**src/rtl/core/rsa_pkg.sv**
```systemverilog
package rsa_pkg;

    // Sample and count widths; the accumulator widths follow from them.
    localparam int SAMPLE_BITS       = 16;
    localparam int COUNT_BITS        = 16;
    localparam int FRACTION_BITS_DEF = 16;

    localparam int SUM_X_W  = SAMPLE_BITS + COUNT_BITS + 1;
    localparam int SUM_X2_W = 2 * SAMPLE_BITS + COUNT_BITS;
    localparam int SUM_XY_W = 2 * SAMPLE_BITS + COUNT_BITS;
    localparam int PROD_W   = 2 * SAMPLE_BITS;

    // Merge fields of the request.
    localparam int MERGE_COUNT_W = 16;
    localparam int MERGE_SX_W    = 33;
    localparam int MERGE_SX2_W   = 47;
    localparam int MERGE_SXY_W   = 48;

    // Result fields.
    localparam int SLOPE_W  = 32;
    localparam int STATUS_W = 2;
    localparam int FUNC_W   = 3;

    // Serial multiplier: the multiplier operand is a signed value wide enough for
    // every sum, and the accumulator holds both covariance and variance exactly.
    localparam int MUL_B_W = SUM_XY_W + 1;
    localparam int ACC_W   = 2 * SUM_X_W + 1;

    // Depth of the queue between the front and the back.
    localparam int QUEUE_DEPTH = 4;

    typedef enum logic [FUNC_W-1:0] {
        FUNC_ADD   = 3'd0,
        FUNC_DROP  = 3'd1,
        FUNC_MERGE = 3'd2,
        FUNC_EVAL  = 3'd3,
        FUNC_CLEAR = 3'd4
    } func_t;

    typedef enum logic [STATUS_W-1:0] {
        STATUS_OK   = 2'd0,
        STATUS_FEW  = 2'd1,
        STATUS_FLAT = 2'd2,
        STATUS_SAT  = 2'd3
    } status_t;

    // One classified request as it travels through the queue.
    typedef struct packed {
        func_t                          func;
        logic signed [SAMPLE_BITS-1:0]  x_value;
        logic signed [SAMPLE_BITS-1:0]  y_value;
        logic [PROD_W-1:0]              x_sq;
        logic signed [PROD_W-1:0]       x_y;
        logic [MERGE_COUNT_W-1:0]       merge_count;
        logic signed [MERGE_SX_W-1:0]   merge_sum_x;
        logic [MERGE_SX2_W-1:0]         merge_sum_x2;
        logic signed [MERGE_SX_W-1:0]   merge_sum_y;
        logic signed [MERGE_SXY_W-1:0]  merge_sum_xy;
    } entry_t;

    // Queue occupancy as seen by the front and the back.
    typedef struct packed {
        logic full;
        logic empty;
    } qstat_t;

endpackage

```
**src/rtl/core/rsa_in_if.sv**
```systemverilog
interface rsa_in_if import rsa_pkg::*; ();

    logic                          valid;
    logic                          ready;
    logic [FUNC_W-1:0]             func;
    logic signed [SAMPLE_BITS-1:0] x_value;
    logic signed [SAMPLE_BITS-1:0] y_value;
    logic [MERGE_COUNT_W-1:0]      merge_count;
    logic signed [MERGE_SX_W-1:0]  merge_sum_x;
    logic [MERGE_SX2_W-1:0]        merge_sum_x2;
    logic signed [MERGE_SX_W-1:0]  merge_sum_y;
    logic signed [MERGE_SXY_W-1:0] merge_sum_xy;

    modport source (
        output valid, func, x_value, y_value, merge_count,
               merge_sum_x, merge_sum_x2, merge_sum_y, merge_sum_xy,
        input  ready
    );

    modport sink (
        input  valid, func, x_value, y_value, merge_count,
               merge_sum_x, merge_sum_x2, merge_sum_y, merge_sum_xy,
        output ready
    );

endinterface

```
**src/rtl/core/rsa_out_if.sv**
```systemverilog
interface rsa_out_if import rsa_pkg::*; ();

    logic                      valid;
    logic                      ready;
    logic signed [SLOPE_W-1:0] slope;
    logic [STATUS_W-1:0]       status;

    modport source (
        output valid, slope, status,
        input  ready
    );

    modport sink (
        input  valid, slope, status,
        output ready
    );

endinterface

```
**src/rtl/core/rsa_front.sv**
```systemverilog
module rsa_front import rsa_pkg::*; (
    rsa_in_if.sink   sample,
    input  qstat_t   qstat,
    output logic     push,
    output entry_t   entry
);

    logic                     known_func;
    logic signed [PROD_W-1:0] prod_xx;
    logic signed [PROD_W-1:0] prod_xy;

    // Unused function codes are taken and dropped here; they never reach the back.
    always_comb
    begin
        known_func = (sample.func == FUNC_ADD)   || (sample.func == FUNC_DROP) ||
                     (sample.func == FUNC_MERGE) || (sample.func == FUNC_EVAL) ||
                     (sample.func == FUNC_CLEAR);
    end

    assign sample.ready = !qstat.full;
    assign push         = sample.valid && !qstat.full && known_func;

    // Sample products are formed once on the way in, so the back only adds.
    assign prod_xx = sample.x_value * sample.x_value;
    assign prod_xy = sample.x_value * sample.y_value;

    // Pack the classified request for the queue.
    always_comb
    begin
        entry.func         = func_t'(sample.func);
        entry.x_value      = sample.x_value;
        entry.y_value      = sample.y_value;
        entry.x_sq         = prod_xx;
        entry.x_y          = prod_xy;
        entry.merge_count  = sample.merge_count;
        entry.merge_sum_x  = sample.merge_sum_x;
        entry.merge_sum_x2 = sample.merge_sum_x2;
        entry.merge_sum_y  = sample.merge_sum_y;
        entry.merge_sum_xy = sample.merge_sum_xy;
    end

endmodule

```
**src/rtl/core/rsa_queue.sv**
```systemverilog
module rsa_queue import rsa_pkg::*; (
    input  logic   clk,
    input  logic   rst_n,
    input  logic   push,
    input  entry_t wr_entry,
    input  logic   pop,
    output entry_t head,
    output qstat_t qstat
);

    localparam int PTR_W = $clog2(QUEUE_DEPTH);
    localparam int CNT_W = $clog2(QUEUE_DEPTH + 1);

    entry_t             mem [QUEUE_DEPTH];
    logic [PTR_W-1:0]   wr_ptr_reg;
    logic [PTR_W-1:0]   wr_ptr_next;
    logic [PTR_W-1:0]   rd_ptr_reg;
    logic [PTR_W-1:0]   rd_ptr_next;
    logic [CNT_W-1:0]   fill_reg;
    logic [CNT_W-1:0]   fill_next;

    // Pointer and fill count update.
    always_comb
    begin
        wr_ptr_next = wr_ptr_reg;
        rd_ptr_next = rd_ptr_reg;
        fill_next   = fill_reg;
        if (push)
        begin
            wr_ptr_next = (wr_ptr_reg == PTR_W'(QUEUE_DEPTH - 1)) ? '0 : wr_ptr_reg + 1'b1;
        end
        if (pop)
        begin
            rd_ptr_next = (rd_ptr_reg == PTR_W'(QUEUE_DEPTH - 1)) ? '0 : rd_ptr_reg + 1'b1;
        end
        if (push && !pop)
        begin
            fill_next = fill_reg + 1'b1;
        end
        else if (pop && !push)
        begin
            fill_next = fill_reg - 1'b1;
        end
    end

    always_ff @(posedge clk or negedge rst_n)
    begin
        if (!rst_n)
        begin
            wr_ptr_reg <= '0;
            rd_ptr_reg <= '0;
            fill_reg   <= '0;
        end
        else
        begin
            wr_ptr_reg <= wr_ptr_next;
            rd_ptr_reg <= rd_ptr_next;
            fill_reg   <= fill_next;
        end
    end

    // Entry storage.
    always_ff @(posedge clk)
    begin
        if (push)
        begin
            mem[wr_ptr_reg] <= wr_entry;
        end
    end

    assign head        = mem[rd_ptr_reg];
    assign qstat.full  = (fill_reg == CNT_W'(QUEUE_DEPTH));
    assign qstat.empty = (fill_reg == '0);

endmodule

```
**src/rtl/core/rsa_back.sv**
```systemverilog
module rsa_back import rsa_pkg::*; #(
    parameter int FRACTION_BITS = FRACTION_BITS_DEF
) (
    input  logic       clk,
    input  logic       rst_n,
    input  entry_t     head,
    input  qstat_t     qstat,
    output logic       pop,
    rsa_out_if.source  result
);

    localparam int NUM_W     = ACC_W + FRACTION_BITS;
    localparam int QUOT_W    = SLOPE_W + 1;
    localparam int MB_CNT_W  = $clog2(MUL_B_W);
    localparam int DIV_CNT_W = $clog2(NUM_W);
    localparam logic [COUNT_BITS-1:0] COUNT_MAX = {COUNT_BITS{1'b1}};
    localparam logic [QUOT_W:0] NEG_LIMIT = (QUOT_W + 1)'(1) << (SLOPE_W - 1);
    localparam logic [QUOT_W:0] POS_LIMIT = NEG_LIMIT - 1'b1;
    localparam logic [SLOPE_W-1:0] SLOPE_MAX = {1'b0, {(SLOPE_W - 1){1'b1}}};
    localparam logic [SLOPE_W-1:0] SLOPE_MIN = {1'b1, {(SLOPE_W - 1){1'b0}}};

    typedef enum logic [3:0] {
        ST_RUN = 4'b0001,
        ST_MUL = 4'b0010,
        ST_DIV = 4'b0100,
        ST_FIN = 4'b1000
    } state_t;

    // Aggregate state.
    logic [COUNT_BITS-1:0]      count_reg,  count_next;
    logic signed [SUM_X_W-1:0]  sum_x_reg,  sum_x_next;
    logic [SUM_X2_W-1:0]        sum_x2_reg, sum_x2_next;
    logic signed [SUM_X_W-1:0]  sum_y_reg,  sum_y_next;
    logic signed [SUM_XY_W-1:0] sum_xy_reg, sum_xy_next;

    // Evaluation control.
    state_t                     state_reg, state_next;
    logic [1:0]                 pass_reg, pass_next;
    logic [MB_CNT_W-1:0]        cnt_reg, cnt_next;
    logic [DIV_CNT_W-1:0]       div_cnt_reg, div_cnt_next;
    logic                       early_reg, early_next;
    status_t                    early_code_reg, early_code_next;
    logic                       out_valid_reg, out_valid_next;

    // Evaluation datapath.
    logic [ACC_W-1:0]           acc_reg, acc_next;
    logic [ACC_W-1:0]           cov_reg, cov_next;
    logic [ACC_W-1:0]           mcand_reg, mcand_next;
    logic [MUL_B_W-1:0]         mplier_reg, mplier_next;
    logic [NUM_W-1:0]           num_reg, num_next;
    logic [ACC_W-1:0]           rem_reg, rem_next;
    logic [QUOT_W-1:0]          quot_reg, quot_next;
    logic                       ovf_reg, ovf_next;
    logic                       neg_reg, neg_next;
    logic [SLOPE_W-1:0]         slope_reg, slope_next;
    status_t                    status_reg, status_next;

    // Combinational helpers.
    logic [1:0]                 pass_sel;
    logic [ACC_W-1:0]           op_mcand;
    logic [MUL_B_W-1:0]         op_mplier;
    logic [ACC_W-1:0]           mul_term;
    logic                       mul_last;
    logic [ACC_W-1:0]           mul_sum;
    logic                       var_pos;
    logic [ACC_W-1:0]           cov_abs;
    logic [ACC_W:0]             div_shift;
    logic [ACC_W:0]             div_diff;
    logic                       div_ge;
    logic                       div_last;
    logic                       rnd;
    logic [QUOT_W:0]            quot_rnd;
    logic [QUOT_W:0]            quot_neg;
    logic [SLOPE_W-1:0]         fin_slope;
    status_t                    fin_status;
    logic                       out_free;
    logic [COUNT_BITS:0]        merge_total;

    // Operands of the next multiply pass: N*Sxy, Sx*Sy, N*Sxx, Sx*Sx.
    always_comb
    begin
        pass_sel = (state_reg == ST_RUN) ? 2'd0 : pass_reg + 2'd1;
        unique case (pass_sel)
            2'd0:
            begin
                op_mcand  = ACC_W'(count_reg);
                op_mplier = MUL_B_W'(sum_xy_reg);
            end
            2'd1:
            begin
                op_mcand  = ACC_W'(sum_x_reg);
                op_mplier = MUL_B_W'(sum_y_reg);
            end
            2'd2:
            begin
                op_mcand  = ACC_W'(count_reg);
                op_mplier = MUL_B_W'(sum_x2_reg);
            end
            2'd3:
            begin
                op_mcand  = ACC_W'(sum_x_reg);
                op_mplier = MUL_B_W'(sum_x_reg);
            end
        endcase
    end

    // One multiplier bit per cycle; the top bit weighs negative, odd passes subtract.
    always_comb
    begin
        mul_term = mplier_reg[0] ? mcand_reg : '0;
        mul_last = (cnt_reg == MB_CNT_W'(MUL_B_W - 1));
        mul_sum  = (mul_last ^ pass_reg[0]) ? acc_reg - mul_term : acc_reg + mul_term;
        var_pos  = !mul_sum[ACC_W-1] && (mul_sum != '0);
        cov_abs  = cov_reg[ACC_W-1] ? (~cov_reg + 1'b1) : cov_reg;
    end

    // Restoring division, one quotient bit per cycle; the divisor sits in acc_reg.
    always_comb
    begin
        div_shift = {rem_reg, num_reg[NUM_W-1]};
        div_diff  = div_shift - {1'b0, acc_reg};
        div_ge    = (div_shift >= {1'b0, acc_reg});
        div_last  = (div_cnt_reg == DIV_CNT_W'(NUM_W - 1));
    end

    // Rounding to nearest, ties away from zero, then saturation.
    always_comb
    begin
        rnd      = ({rem_reg, 1'b0} >= {1'b0, acc_reg});
        quot_rnd = {1'b0, quot_reg} + (QUOT_W + 1)'(rnd);
        quot_neg = ~quot_rnd + 1'b1;
        if (early_reg)
        begin
            fin_slope  = '0;
            fin_status = early_code_reg;
        end
        else if (neg_reg)
        begin
            if (ovf_reg || (quot_rnd > NEG_LIMIT))
            begin
                fin_slope  = SLOPE_MIN;
                fin_status = STATUS_SAT;
            end
            else
            begin
                fin_slope  = quot_neg[SLOPE_W-1:0];
                fin_status = STATUS_OK;
            end
        end
        else if (ovf_reg || (quot_rnd > POS_LIMIT))
        begin
            fin_slope  = SLOPE_MAX;
            fin_status = STATUS_SAT;
        end
        else
        begin
            fin_slope  = quot_rnd[SLOPE_W-1:0];
            fin_status = STATUS_OK;
        end
    end

    assign out_free    = !out_valid_reg || result.ready;
    assign merge_total = (COUNT_BITS + 1)'(count_reg) + (COUNT_BITS + 1)'(head.merge_count);

    // Main sequencer: applies queued requests and runs an evaluation.
    always_comb
    begin
        count_next      = count_reg;
        sum_x_next      = sum_x_reg;
        sum_x2_next     = sum_x2_reg;
        sum_y_next      = sum_y_reg;
        sum_xy_next     = sum_xy_reg;
        state_next      = state_reg;
        pass_next       = pass_reg;
        cnt_next        = cnt_reg;
        div_cnt_next    = div_cnt_reg;
        early_next      = early_reg;
        early_code_next = early_code_reg;
        out_valid_next  = out_valid_reg && !result.ready;
        acc_next        = acc_reg;
        cov_next        = cov_reg;
        mcand_next      = mcand_reg;
        mplier_next     = mplier_reg;
        num_next        = num_reg;
        rem_next        = rem_reg;
        quot_next       = quot_reg;
        ovf_next        = ovf_reg;
        neg_next        = neg_reg;
        slope_next      = slope_reg;
        status_next     = status_reg;
        pop             = 1'b0;

        unique case (state_reg)
            ST_RUN:
            begin
                if (!qstat.empty)
                begin
                    pop = 1'b1;
                    unique case (head.func)
                        FUNC_ADD:
                        begin
                            if (count_reg != COUNT_MAX)
                            begin
                                count_next  = count_reg + 1'b1;
                                sum_x_next  = sum_x_reg + SUM_X_W'(head.x_value);
                                sum_y_next  = sum_y_reg + SUM_X_W'(head.y_value);
                                sum_x2_next = sum_x2_reg + SUM_X2_W'(head.x_sq);
                                sum_xy_next = sum_xy_reg + SUM_XY_W'(head.x_y);
                            end
                        end
                        FUNC_DROP:
                        begin
                            if (count_reg != '0)
                            begin
                                count_next  = count_reg - 1'b1;
                                sum_x_next  = sum_x_reg - SUM_X_W'(head.x_value);
                                sum_y_next  = sum_y_reg - SUM_X_W'(head.y_value);
                                sum_x2_next = sum_x2_reg - SUM_X2_W'(head.x_sq);
                                sum_xy_next = sum_xy_reg - SUM_XY_W'(head.x_y);
                            end
                        end
                        FUNC_MERGE:
                        begin
                            count_next  = merge_total[COUNT_BITS] ? COUNT_MAX
                                                                  : merge_total[COUNT_BITS-1:0];
                            sum_x_next  = sum_x_reg + SUM_X_W'(head.merge_sum_x);
                            sum_y_next  = sum_y_reg + SUM_X_W'(head.merge_sum_y);
                            sum_x2_next = sum_x2_reg + SUM_X2_W'(head.merge_sum_x2);
                            sum_xy_next = sum_xy_reg + SUM_XY_W'(head.merge_sum_xy);
                        end
                        FUNC_CLEAR:
                        begin
                            count_next  = '0;
                            sum_x_next  = '0;
                            sum_y_next  = '0;
                            sum_x2_next = '0;
                            sum_xy_next = '0;
                        end
                        FUNC_EVAL:
                        begin
                            if (count_reg < COUNT_BITS'(2))
                            begin
                                early_next      = 1'b1;
                                early_code_next = STATUS_FEW;
                                state_next      = ST_FIN;
                            end
                            else
                            begin
                                acc_next    = '0;
                                pass_next   = 2'd0;
                                cnt_next    = '0;
                                mcand_next  = op_mcand;
                                mplier_next = op_mplier;
                                state_next  = ST_MUL;
                            end
                        end
                        default:
                        begin
                        end
                    endcase
                end
            end

            ST_MUL:
            begin
                acc_next = mul_sum;
                if (!mul_last)
                begin
                    cnt_next    = cnt_reg + 1'b1;
                    mcand_next  = mcand_reg << 1;
                    mplier_next = mplier_reg >> 1;
                end
                else if (pass_reg != 2'd3)
                begin
                    // Start the next pass; covariance is complete after the second.
                    pass_next   = pass_reg + 2'd1;
                    cnt_next    = '0;
                    mcand_next  = op_mcand;
                    mplier_next = op_mplier;
                    if (pass_reg == 2'd1)
                    begin
                        cov_next = mul_sum;
                        acc_next = '0;
                    end
                end
                else if (var_pos)
                begin
                    num_next     = NUM_W'(cov_abs) << FRACTION_BITS;
                    neg_next     = cov_reg[ACC_W-1];
                    rem_next     = '0;
                    quot_next    = '0;
                    ovf_next     = 1'b0;
                    div_cnt_next = '0;
                    early_next   = 1'b0;
                    state_next   = ST_DIV;
                end
                else
                begin
                    early_next      = 1'b1;
                    early_code_next = STATUS_FLAT;
                    state_next      = ST_FIN;
                end
            end

            ST_DIV:
            begin
                rem_next     = div_ge ? div_diff[ACC_W-1:0] : div_shift[ACC_W-1:0];
                quot_next    = {quot_reg[QUOT_W-2:0], div_ge};
                ovf_next     = ovf_reg || quot_reg[QUOT_W-1];
                num_next     = num_reg << 1;
                div_cnt_next = div_cnt_reg + 1'b1;
                if (div_last)
                begin
                    state_next = ST_FIN;
                end
            end

            ST_FIN:
            begin
                if (out_free)
                begin
                    slope_next     = fin_slope;
                    status_next    = fin_status;
                    out_valid_next = 1'b1;
                    state_next     = ST_RUN;
                end
            end

            default:
            begin
                state_next = ST_RUN;
            end
        endcase
    end

    // Control and aggregate registers.
    always_ff @(posedge clk or negedge rst_n)
    begin
        if (!rst_n)
        begin
            count_reg      <= '0;
            sum_x_reg      <= '0;
            sum_x2_reg     <= '0;
            sum_y_reg      <= '0;
            sum_xy_reg     <= '0;
            state_reg      <= ST_RUN;
            pass_reg       <= 2'd0;
            cnt_reg        <= '0;
            div_cnt_reg    <= '0;
            early_reg      <= 1'b0;
            early_code_reg <= STATUS_OK;
            out_valid_reg  <= 1'b0;
        end
        else
        begin
            count_reg      <= count_next;
            sum_x_reg      <= sum_x_next;
            sum_x2_reg     <= sum_x2_next;
            sum_y_reg      <= sum_y_next;
            sum_xy_reg     <= sum_xy_next;
            state_reg      <= state_next;
            pass_reg       <= pass_next;
            cnt_reg        <= cnt_next;
            div_cnt_reg    <= div_cnt_next;
            early_reg      <= early_next;
            early_code_reg <= early_code_next;
            out_valid_reg  <= out_valid_next;
        end
    end

    // Datapath registers.
    always_ff @(posedge clk)
    begin
        acc_reg    <= acc_next;
        cov_reg    <= cov_next;
        mcand_reg  <= mcand_next;
        mplier_reg <= mplier_next;
        num_reg    <= num_next;
        rem_reg    <= rem_next;
        quot_reg   <= quot_next;
        ovf_reg    <= ovf_next;
        neg_reg    <= neg_next;
        slope_reg  <= slope_next;
        status_reg <= status_next;
    end

    assign result.valid  = out_valid_reg;
    assign result.slope  = slope_reg;
    assign result.status = status_reg;

endmodule

```
**src/rtl/core/regression_slope_accumulator.sv**
```systemverilog
// Running least-squares slope accumulator.
//
// Requests arrive on the sample channel (valid/ready). Each one adds a point,
// drops a point, merges a partial aggregate, clears the aggregate or asks for
// an evaluation; unknown function codes are taken and discarded. Only an
// evaluation produces a request on the result channel: the slope in signed
// fixed point with FRACTION_BITS fraction bits, and a status code.
// Requests pass through a four-entry queue into the execution stage. Add, drop,
// merge and clear are applied as they reach the head, one per cycle while no
// evaluation runs. An evaluation with fewer than two points goes straight to
// the result. Otherwise a bit-serial multiplier makes four passes, and a
// restoring divider forms the quotient, one quotient bit per cycle, which is
// then rounded and saturated into the result register.
// Meanwhile up to four further requests are taken into the queue.
// When the receiver stalls, the result waits in its output register; the
// block keeps applying updates up to the next evaluation, whose result then waits.
// Reset clears the count, all sums, the queue and the result valid.
module regression_slope_accumulator import rsa_pkg::*; #(
    parameter int FRACTION_BITS = FRACTION_BITS_DEF
) (
    input  logic       clk,
    input  logic       rst_n,
    rsa_in_if.sink     sample,
    rsa_out_if.source  result
);

    logic   q_push;
    logic   q_pop;
    entry_t q_wr_entry;
    entry_t q_head;
    qstat_t q_stat;

    // Front: accepts and classifies requests.
    rsa_front u_front (
        .sample (sample),
        .qstat  (q_stat),
        .push   (q_push),
        .entry  (q_wr_entry)
    );

    // Queue between the front and the execution stage.
    rsa_queue u_queue (
        .clk      (clk),
        .rst_n    (rst_n),
        .push     (q_push),
        .wr_entry (q_wr_entry),
        .pop      (q_pop),
        .head     (q_head),
        .qstat    (q_stat)
    );

    // Back: aggregate update and evaluation.
    rsa_back #(
        .FRACTION_BITS (FRACTION_BITS)
    ) u_back (
        .clk    (clk),
        .rst_n  (rst_n),
        .head   (q_head),
        .qstat  (q_stat),
        .pop    (q_pop),
        .result (result)
    );

    // The front never writes into a full queue.
    a_push_room: assert property (@(posedge clk) disable iff (!rst_n)
        q_push |-> !q_stat.full)
        else $error("request written into a full queue");

    // The back never takes from an empty queue.
    a_pop_data: assert property (@(posedge clk) disable iff (!rst_n)
        q_pop |-> !q_stat.empty)
        else $error("request taken from an empty queue");

    // A take without a write leaves room in the queue.
    a_pop_frees: assert property (@(posedge clk) disable iff (!rst_n)
        (q_pop && !q_push) |=> !q_stat.full)
        else $error("queue still full after a take");

endmodule

```
**src/flat_wrapper.sv**
```systemverilog
// flat-port wrapper written by rule: the top's interface ports become plain ports
module regression_slope_accumulator_flat import rsa_pkg::*;
#(
    parameter int FRACTION_BITS = FRACTION_BITS_DEF
)
  (clk, rst_n, sample_valid, sample_func, sample_x_value, sample_y_value, sample_merge_count, sample_merge_sum_x, sample_merge_sum_x2, sample_merge_sum_y, sample_merge_sum_xy, sample_ready, result_valid, result_slope, result_status, result_ready);
  rsa_in_if sample_i ();
  rsa_out_if result_i ();
  input  logic clk;
  input  logic rst_n;
  input wire logic [$bits(sample_i.valid)-1:0] sample_valid;
  input wire logic [$bits(sample_i.func)-1:0] sample_func;
  input wire logic [$bits(sample_i.x_value)-1:0] sample_x_value;
  input wire logic [$bits(sample_i.y_value)-1:0] sample_y_value;
  input wire logic [$bits(sample_i.merge_count)-1:0] sample_merge_count;
  input wire logic [$bits(sample_i.merge_sum_x)-1:0] sample_merge_sum_x;
  input wire logic [$bits(sample_i.merge_sum_x2)-1:0] sample_merge_sum_x2;
  input wire logic [$bits(sample_i.merge_sum_y)-1:0] sample_merge_sum_y;
  input wire logic [$bits(sample_i.merge_sum_xy)-1:0] sample_merge_sum_xy;
  output wire logic [$bits(sample_i.ready)-1:0] sample_ready;
  output wire logic [$bits(result_i.valid)-1:0] result_valid;
  output wire logic [$bits(result_i.slope)-1:0] result_slope;
  output wire logic [$bits(result_i.status)-1:0] result_status;
  input wire logic [$bits(result_i.ready)-1:0] result_ready;
  assign sample_i.valid = sample_valid;
  assign sample_i.func = sample_func;
  assign sample_i.x_value = sample_x_value;
  assign sample_i.y_value = sample_y_value;
  assign sample_i.merge_count = sample_merge_count;
  assign sample_i.merge_sum_x = sample_merge_sum_x;
  assign sample_i.merge_sum_x2 = sample_merge_sum_x2;
  assign sample_i.merge_sum_y = sample_merge_sum_y;
  assign sample_i.merge_sum_xy = sample_merge_sum_xy;
  assign sample_ready = sample_i.ready;
  assign result_valid = result_i.valid;
  assign result_slope = result_i.slope;
  assign result_status = result_i.status;
  assign result_i.ready = result_ready;
  regression_slope_accumulator #(.FRACTION_BITS(FRACTION_BITS)) u_core (.clk(clk), .rst_n(rst_n), .sample(sample_i), .result(result_i));
endmodule
```
**config.mk**
```make
export PLATFORM = sky130hd
export DESIGN_NAME = regression_slope_accumulator_flat
export DESIGN_NICKNAME = d
export VERILOG_FILES = /design/src/rtl/core/rsa_pkg.sv /design/src/rtl/core/rsa_in_if.sv /design/src/rtl/core/rsa_out_if.sv /design/src/rtl/core/rsa_front.sv /design/src/rtl/core/rsa_queue.sv /design/src/rtl/core/rsa_back.sv /design/src/rtl/core/regression_slope_accumulator.sv /design/src/flat_wrapper.sv
export SDC_FILE = /design/constraint.sdc
export NUM_CORES = 2
export LEC_CHECK = 0
export BUFFER_PORTS_ARGS = -buffer_cell sky130_fd_sc_hd__buf_2
export CORE_MARGIN = 2
export CORE_UTILIZATION = 50
export CTS_BUF_LIST = sky130_fd_sc_hd__clkbuf_8
export DETAILED_ROUTE_END_ITERATION = 8
export GPL_TIMING_DRIVEN = 1
export PLACE_DENSITY = 0.66
export SYNTH_ARGS = -nofsm -noshare
export SYNTH_HDL_FRONTEND = slang
export SYNTH_HIERARCHICAL = 1
export SYNTH_SLANG_ARGS = --single-unit
```
**constraint.sdc**
```tcl
create_clock -name clk -period 41.8 [get_ports clk]
set_input_delay 2.09 -clock clk [delete_from_list [all_inputs] [get_ports clk]]
set_output_delay 2.09 -clock clk [all_outputs]
set_load 0.02 [all_outputs]
```
* Word-level counts from Yosys, hierarchy flattened
Memories as Yosys holds them, arrays and structs flattened.
Cells that the tools add are included.
** Cells by class
- Add/subtract/negate cells :: 28
- $mul :: 2
- Magnitude comparators :: 5
- Equal/unequal tests :: 37
- Muxes and demuxes :: 114
- Bitwise logic cells :: 5
- Reductions and logical operators :: 43
** Operators with widths (number)
- two-way mux 67 bit :: 18
- one-hot mux 67 bit (2 select lines) :: 4
- one-hot mux 48 bit (4 select lines) :: 2
- one-hot mux 33 bit (4 select lines) :: 2
- two-way mux 83 bit :: 3
- two-way mux 49 bit :: 5
- two-way mux 33 bit :: 7
- one-hot mux 49 bit (4 select lines) :: 1
- two-way mux 48 bit :: 4
- one-hot mux 83 bit (2 select lines) :: 1
- >= comparator 68 x 67 -> 1 bit :: 2
- subtractor 67 bit :: 2
- one-hot mux 49 bit (2 select lines) :: 1
- adder 48 x 32 -> 48 bit :: 2
- two-way mux 32 bit :: 3
- subtractor 48 x 32 -> 48 bit :: 2
- adder 67 x 1 -> 67 bit, second input constant :: 1
- adder 67 bit :: 1
- inverter 67 bit :: 1
- nonzero test 67 bit :: 1
- adder 33 x 16 -> 33 bit :: 2
- adder 33 bit :: 2
- one-hot mux 33 bit (2 select lines) :: 1
- subtractor 33 x 16 -> 33 bit :: 2
- other kinds (61) :: 164
** Storage, ports and cells
- Register bits after elaboration :: 677
- Bits in writable memories :: 1104
- Input bits :: 216
- Memories :: 1
** Memory list
- u_core.u_queue.mem :: words 4, width 276, read ports 1, clocked after memory_dff 0, wr ports 1, RTL line rsa_queue.sv:14 : entry_t mem [QUEUE_DEPTH];

* Logic depth before layout (Yosys ltp)
- Word-level depth :: 10
- Mapped depth :: 36
- Gate-level depth less buffers :: 32

* By module
Netlist, hierarchy kept.
** Modules (own cells, without submodules)
- rsa_back :: times used 1, cells each 6258, area each 52725.6 um^2, seq. area each 18634.1 um^2
- rsa_queue :: times used 1, cells each 1479, area each 40244.8 um^2, seq. area each 33327.0 um^2
- rsa_front :: times used 1, cells each 2326, area each 20602.3 um^2, seq. area each 0.0 um^2

* Least setup slack after synthesis
Ideal clock, no wire load.
- Path kind :: register to register
- Start :: register u_core.u_back.mplier_reg[0]
- End :: register u_core.u_back.div_cnt_reg[0]
- Library setup time :: 0.646 ns
- Arrival time :: 18.526 ns
- Data required time :: 41.154 ns
- Path slack :: 22.628 ns
- Stages on the path, launching flop included :: 32
- Path buffers :: 8
- Cells stage by stage :: edfxtp_1 clkbuf_1 clkbuf_1 clkbuf_1 clkbuf_1 clkbuf_1 clkbuf_1 clkbuf_1 nand2_1 ha_1 nand2_1 a211oi_2 and2_1 nor2_1 or2_2 clkbuf_1 nand3_1 ha_1 nand4_1 or2_2 o221a_2 o2111a_1 or3_1 a31oi_1 and2_1 o21ai_0 o21ai_0 a21oi_1 xnor2_1 o41ai_1 o21ai_0 o21ai_0
** Between the ends
- Cells in the longest elaborated chain, start to end :: 7
- Elaborated cells between the ends (all ways) :: 9
- Classes of those cells :: add/sub: 2; eq/ne: 1; mux: 2; reduce/logical: 4
** RTL lines
- from (decl) :: RTL line rsa_back.sv:49 : logic [MUL_B_W-1:0] mplier_reg, mplier_next;
- from (signal assigned) :: RTL line rsa_back.sv:377 : mplier_reg <= mplier_next;
- two-way mux 67 bit * :: RTL line rsa_back.sv:110 : mul_term = mplier_reg[0] ? mcand_reg : '0;
- adder 67 bit / subtractor 67 bit (equally long branches) :: RTL line rsa_back.sv:112 : mul_sum = (mul_last ^ pass_reg[0]) ? acc_reg - mul_term : acc_reg + mul_term;
- two-way mux 67 bit * :: RTL line rsa_back.sv:112
- nonzero test 67 bit / zero test 1 bit (equally long branches) :: RTL line rsa_back.sv:113 : var_pos = !mul_sum[ACC_W-1] && (mul_sum != '0);
- logical AND 1 bit * :: RTL line rsa_back.sv:113
- inequality test 2 bit (no line) *
- AND reduction 4 bit (no line) *
- to (signal assigned) :: RTL line rsa_back.sv:364 : div_cnt_reg <= div_cnt_next;
- to (decl) :: RTL line rsa_back.sv:40 : logic [DIV_CNT_W-1:0] div_cnt_reg, div_cnt_next;
Every way passes the cells marked *; elsewhere a longest branch is shown, timed or not.
A chain may end at the register's enable or synchronous reset.

==> results by stage <==
Synth:
- Yosys printed 6 warnings.
- After synthesis, the netlist uses 104 different library cells.
- By count the netlist is led by 1557 x sky130_fd_sc_hd__edfxtp_1, 1011 x sky130_fd_sc_hd__nand2_1, 871 x sky130_fd_sc_hd__inv_1, 612 x sky130_fd_sc_hd__o21ai_0, 589 x sky130_fd_sc_hd__a21oi_1.
- The gate count of the mapped netlist is approximately 10000.
- In the synthesized netlist the async set-or-reset flop fraction comes to 0.118.
- The number of flops mapped to enable cells by yosys is 1557.
- By area the synthesized netlist is led by sky130_fd_sc_hd__edfxtp_1 41%, sky130_fd_sc_hd__fa_1 8.9%, sky130_fd_sc_hd__ha_1 5.7%.
- The proportion of synthesized chip area in sequential cells is 0.458.
- The library cell with the largest summed area after synthesis is sky130_fd_sc_hd__edfxtp_1.
- In this run the cell area of the synthesized design comes to 114000 um2.
- The library cell with the highest instance count after synthesis is sky130_fd_sc_hd__edfxtp_1.
- The number of synthesized register bits is 1765.
- The synthesized net count is 11300.
- The most used flip-flop cell after synthesis is sky130_fd_sc_hd__edfxtp_1.
- In this run the mean area of a mapped cell was 11.3 um2.
- Of the post-synthesis cell area, the dominant cell type holds 0.412.

Critical path:
- The critical path class is flop to flop.
- Counting cells, the worst reg-to-reg path comes to 33.
- The setup check on the worst reg-to-reg path leaves a slack of 32.02 ns.
- At the worst endpoint, the required time is 42.69 ns.
- The most common cell type on the critical path is sky130_fd_sc_hd__or3_1.
- The longest individual stage delay on the worst path is 0.73 ns.
- For this design, the slowest cell found on the critical path is sky130_fd_sc_hd__dfrtp_4.
- The maximum fanout along the worst path is 29.
- The data arrival time at the worst-slack endpoint is about 11 ns.
- The capture instance of the worst register-to-register path is u_core/u_back/sum_x2_reg[47].
- The capturing element type of the critical path is a flop.
- The startpoint identified for the worst register-to-register timing path is u_core/u_queue/rd_ptr_reg[0].
- The worst setup path is launched from a flop.
- Tracing the worst setup path back leads to its startpoint at u_core/u_queue/rd_ptr_reg[0].
- The capture point of the critical path is u_core/u_back/sum_x2_reg[47].

Place:
- The number of buffers added on ports is 251.
- Detailed placement ended at an HPWL of 212 mm.
- The final weighted congestion in routability-driven placement is 0.961.

Clock network:
- The number of hold buffers added after cts is 0.
- The maximum buffer depth of the clock tree is 4.
- The number of CTS-inserted buffers is 310.
- The count of clock tree sinks is 1765.
- The clock tree synthesis step divided the H-tree into 5 levels.
- Post-CTS timing repair inserted 0 buffers for setup.
- Clock-pin slew was measured on the worst setup and hold paths at about 0.070 ns.
- The later pin in the worst-skew pair is clocked with a latency of 1.07 ns.
- In this run the clock root is driven by a sky130_fd_sc_hd__clkbuf_8.
- The CTS tree is yes.
- Gates resized during post-CTS repair numbered 0.

STA:
- For the pin with the worst max-slew slack, the measured transition is 1.19 ns.
- Setup repair after global routing left no endpoint under its margin.
- The worst pin sits at a relative slew slack of 0.203.
- The hold violation total from the final report came to 0.
- Counting I/O delays and the setup requirement, the final critical path takes 9.78 ns.
- The clock skew is 0.110 ns.
- The setup TNS after final layout is 0 ns.
- The upper clock frequency limit is 0.102 GHz.
- The max-slew violation count is 0.
- The share of the cycle needed by the critical path after routing is 0.234.
- Setup violations remaining at the end of the flow were counted as 0.

Route:
- After the first detailed-routing iteration, the DRC count stood at 6289.
- The vias per cell is about 6.
- The routed length per placed instance is 22.0 um.
- The routed layout has slightly below 80000 vias.
- The remaining number of nets flagged by the antenna check after routing is 0.
- For this run, the detailed router's first-pass iteration total came to 8.
- In the routed design, unresolved DRC markers number 0.
- The final layout contains routed wiring with a total length of 292 mm.

Cells and area:
- Relative to the synthesized area, the layout overhead comes to 7.12%.
- The final layout net count is approximately 11000.
- Once layout is complete, the utilization of the core stands at 0.540.
- Registers take 52000 um2.
- The share of post-route cells with drive strength above 1 is 0.109.
- Fill cells in the final layout number 19200.
- The number of flip-flops in the largest register is roughly 1100.
- The register containing the most flip-flops in the final layout is u_core/u_queue/mem.
- The total area of multi-input combinational cells is 55000 um2.

Global routing:
- The via count of the first global-routing pass came to 78000.
- The aggregate global-route resource usage is 0.251.
- The global route total overflow is 0.
- Entering global routing, the biggest net connects 170 pins.
- The first-pass GRT wire length is 452 mm.
- The number of antenna violations at the first check in global routing is 37.

Die:
- The full die area is 231000 um2.
- The die is just under 500 um wide.
- In this run the standard cell core region covers ~230000 um2.
- In this run the count of I/O pins placed on the die edge is roughly 250.
- In this run the core area contains 174 standard-cell rows.
- The initial core utilization is 0.504.
- In this run the vertical extent of the chip is between 400 and 500 um.

Status:
- The run finished with clean final reports.

Min path:
- The class of the tightest hold or removal check is flop to flop.

Job:
- Max-cap violations in this run came to 0.
==> final cells by class <==
cell class / count / share of cell area
clock inverter: 209 / 0.0100
antenna: 15 / 0.000309
inverter: 872 / 0.0269
multi-input combinational: 6756 / 0.452
sequential: 1765 / 0.427
timing repair buffer: 337 / 0.0164
clock buffer: 324 / 0.0367
tap: 2992 / 0.0308
==> placed cells by master, fill, tap and decap left out, drive strengths merged, types with 84 or more instances in the layout <==
master	netlist	final
fa	505	505
buf	298	337
a21o	277	277
nor3	145	145
nor2	545	545
clkbuf	372	324
nand2	1011	1011
mux2i	113	113
o21ai	619	619
edfxtp	1557	1557
xor2	244	244
dfrtp	207	207
nand3	135	135
inv	872	965
ha	513	513
xnor2	252	252
and2	276	276
mux4	276	276
a21oi	593	593
clkinv	0	93
nand4	84	84
==> logic make-up after synthesis <==
kind of cell | after synthesis | share of synthesized area
buffers and inverters | 1542 | 0.0601
AND/OR/NAND/NOR | 2683 | 0.113
AO/OA/AOI/OAI | 2165 | 0.121
other | 1 | 0.0000330
XOR/XNOR | 496 | 0.0383
adder cells (fa/ha/maj) | 1018 | 0.146
flip-flops | 1765 | 0.458
multiplexers | 393 | 0.0651
==> critical path: cells and delay by family (launching register included) <==
kind | cells | cell delay (ns)
and+or+nand+nor | 15 | 4.41
buffers and inverters | 2 | 0.68
adders and majority gates | 2 | 0.60
DFF | 1 | 0.73
muxes | 1 | 0.60
AOI/OAI and AO/OA | 13 | 2.60
==> how the worst min path moves through the flow <==
stage | startpoint | end | slack (ns) | cells after the start
2_1_floorplan | u_core/u_queue/fill_reg[2] | u_core/u_queue/fill_reg[2] | 0.46 | 1
3_3_place_gp | u_core/u_queue/fill_reg[2] | u_core/u_queue/fill_reg[2] | 0.48 | 1
3_5_place_dp | u_core/u_back/sum_xy_reg[43] | u_core/u_back/sum_xy_reg[43] | 0.49 | 2
4_1_cts | u_core/u_back/num_reg[62] | u_core/u_back/num_reg[63] | 0.50 | 2
5_1_grt | u_core/u_queue/fill_reg[2] | u_core/u_queue/fill_reg[2] | 0.52 | 1
6_report | u_core/u_back/sum_xy_reg[43] | u_core/u_back/sum_xy_reg[43] | 0.50 | 2
==> metal layers <==
layer,vias up,GRT usage,part of all wire,wire [um]
li1,36000,-,-,-
met1,38300,0.336,0.43,124000
met2,2459,0.411,0.48,139000
met3,592,0.0352,0.054,15800
met4,22,0.107,0.043,12600
met5,-,0,0.00046,133
==> through the flow <==
| step | worst slack, ns | cell area, um2 | std cells | hold WS [ns] |
|---|---|---|---|---|
| after floorplan | 22.63 | 114000 | 10100 | 0.456 |
| after global placement | 31.80 | 116000 | 12700 | 0.475 |
| after detailed placement | 31.99 | 116000 | 12700 | 0.492 |
| after CTS | 31.94 | 122000 | 13300 | 0.497 |
| after global routing | 31.41 | 122000 | 13300 | 0.523 |
| final | 32.02 | 122000 | 13300 | 0.501 |
Power is not shown: default switching activity piles up to over one toggle a cycle in this logic, so the estimate is an artifact.
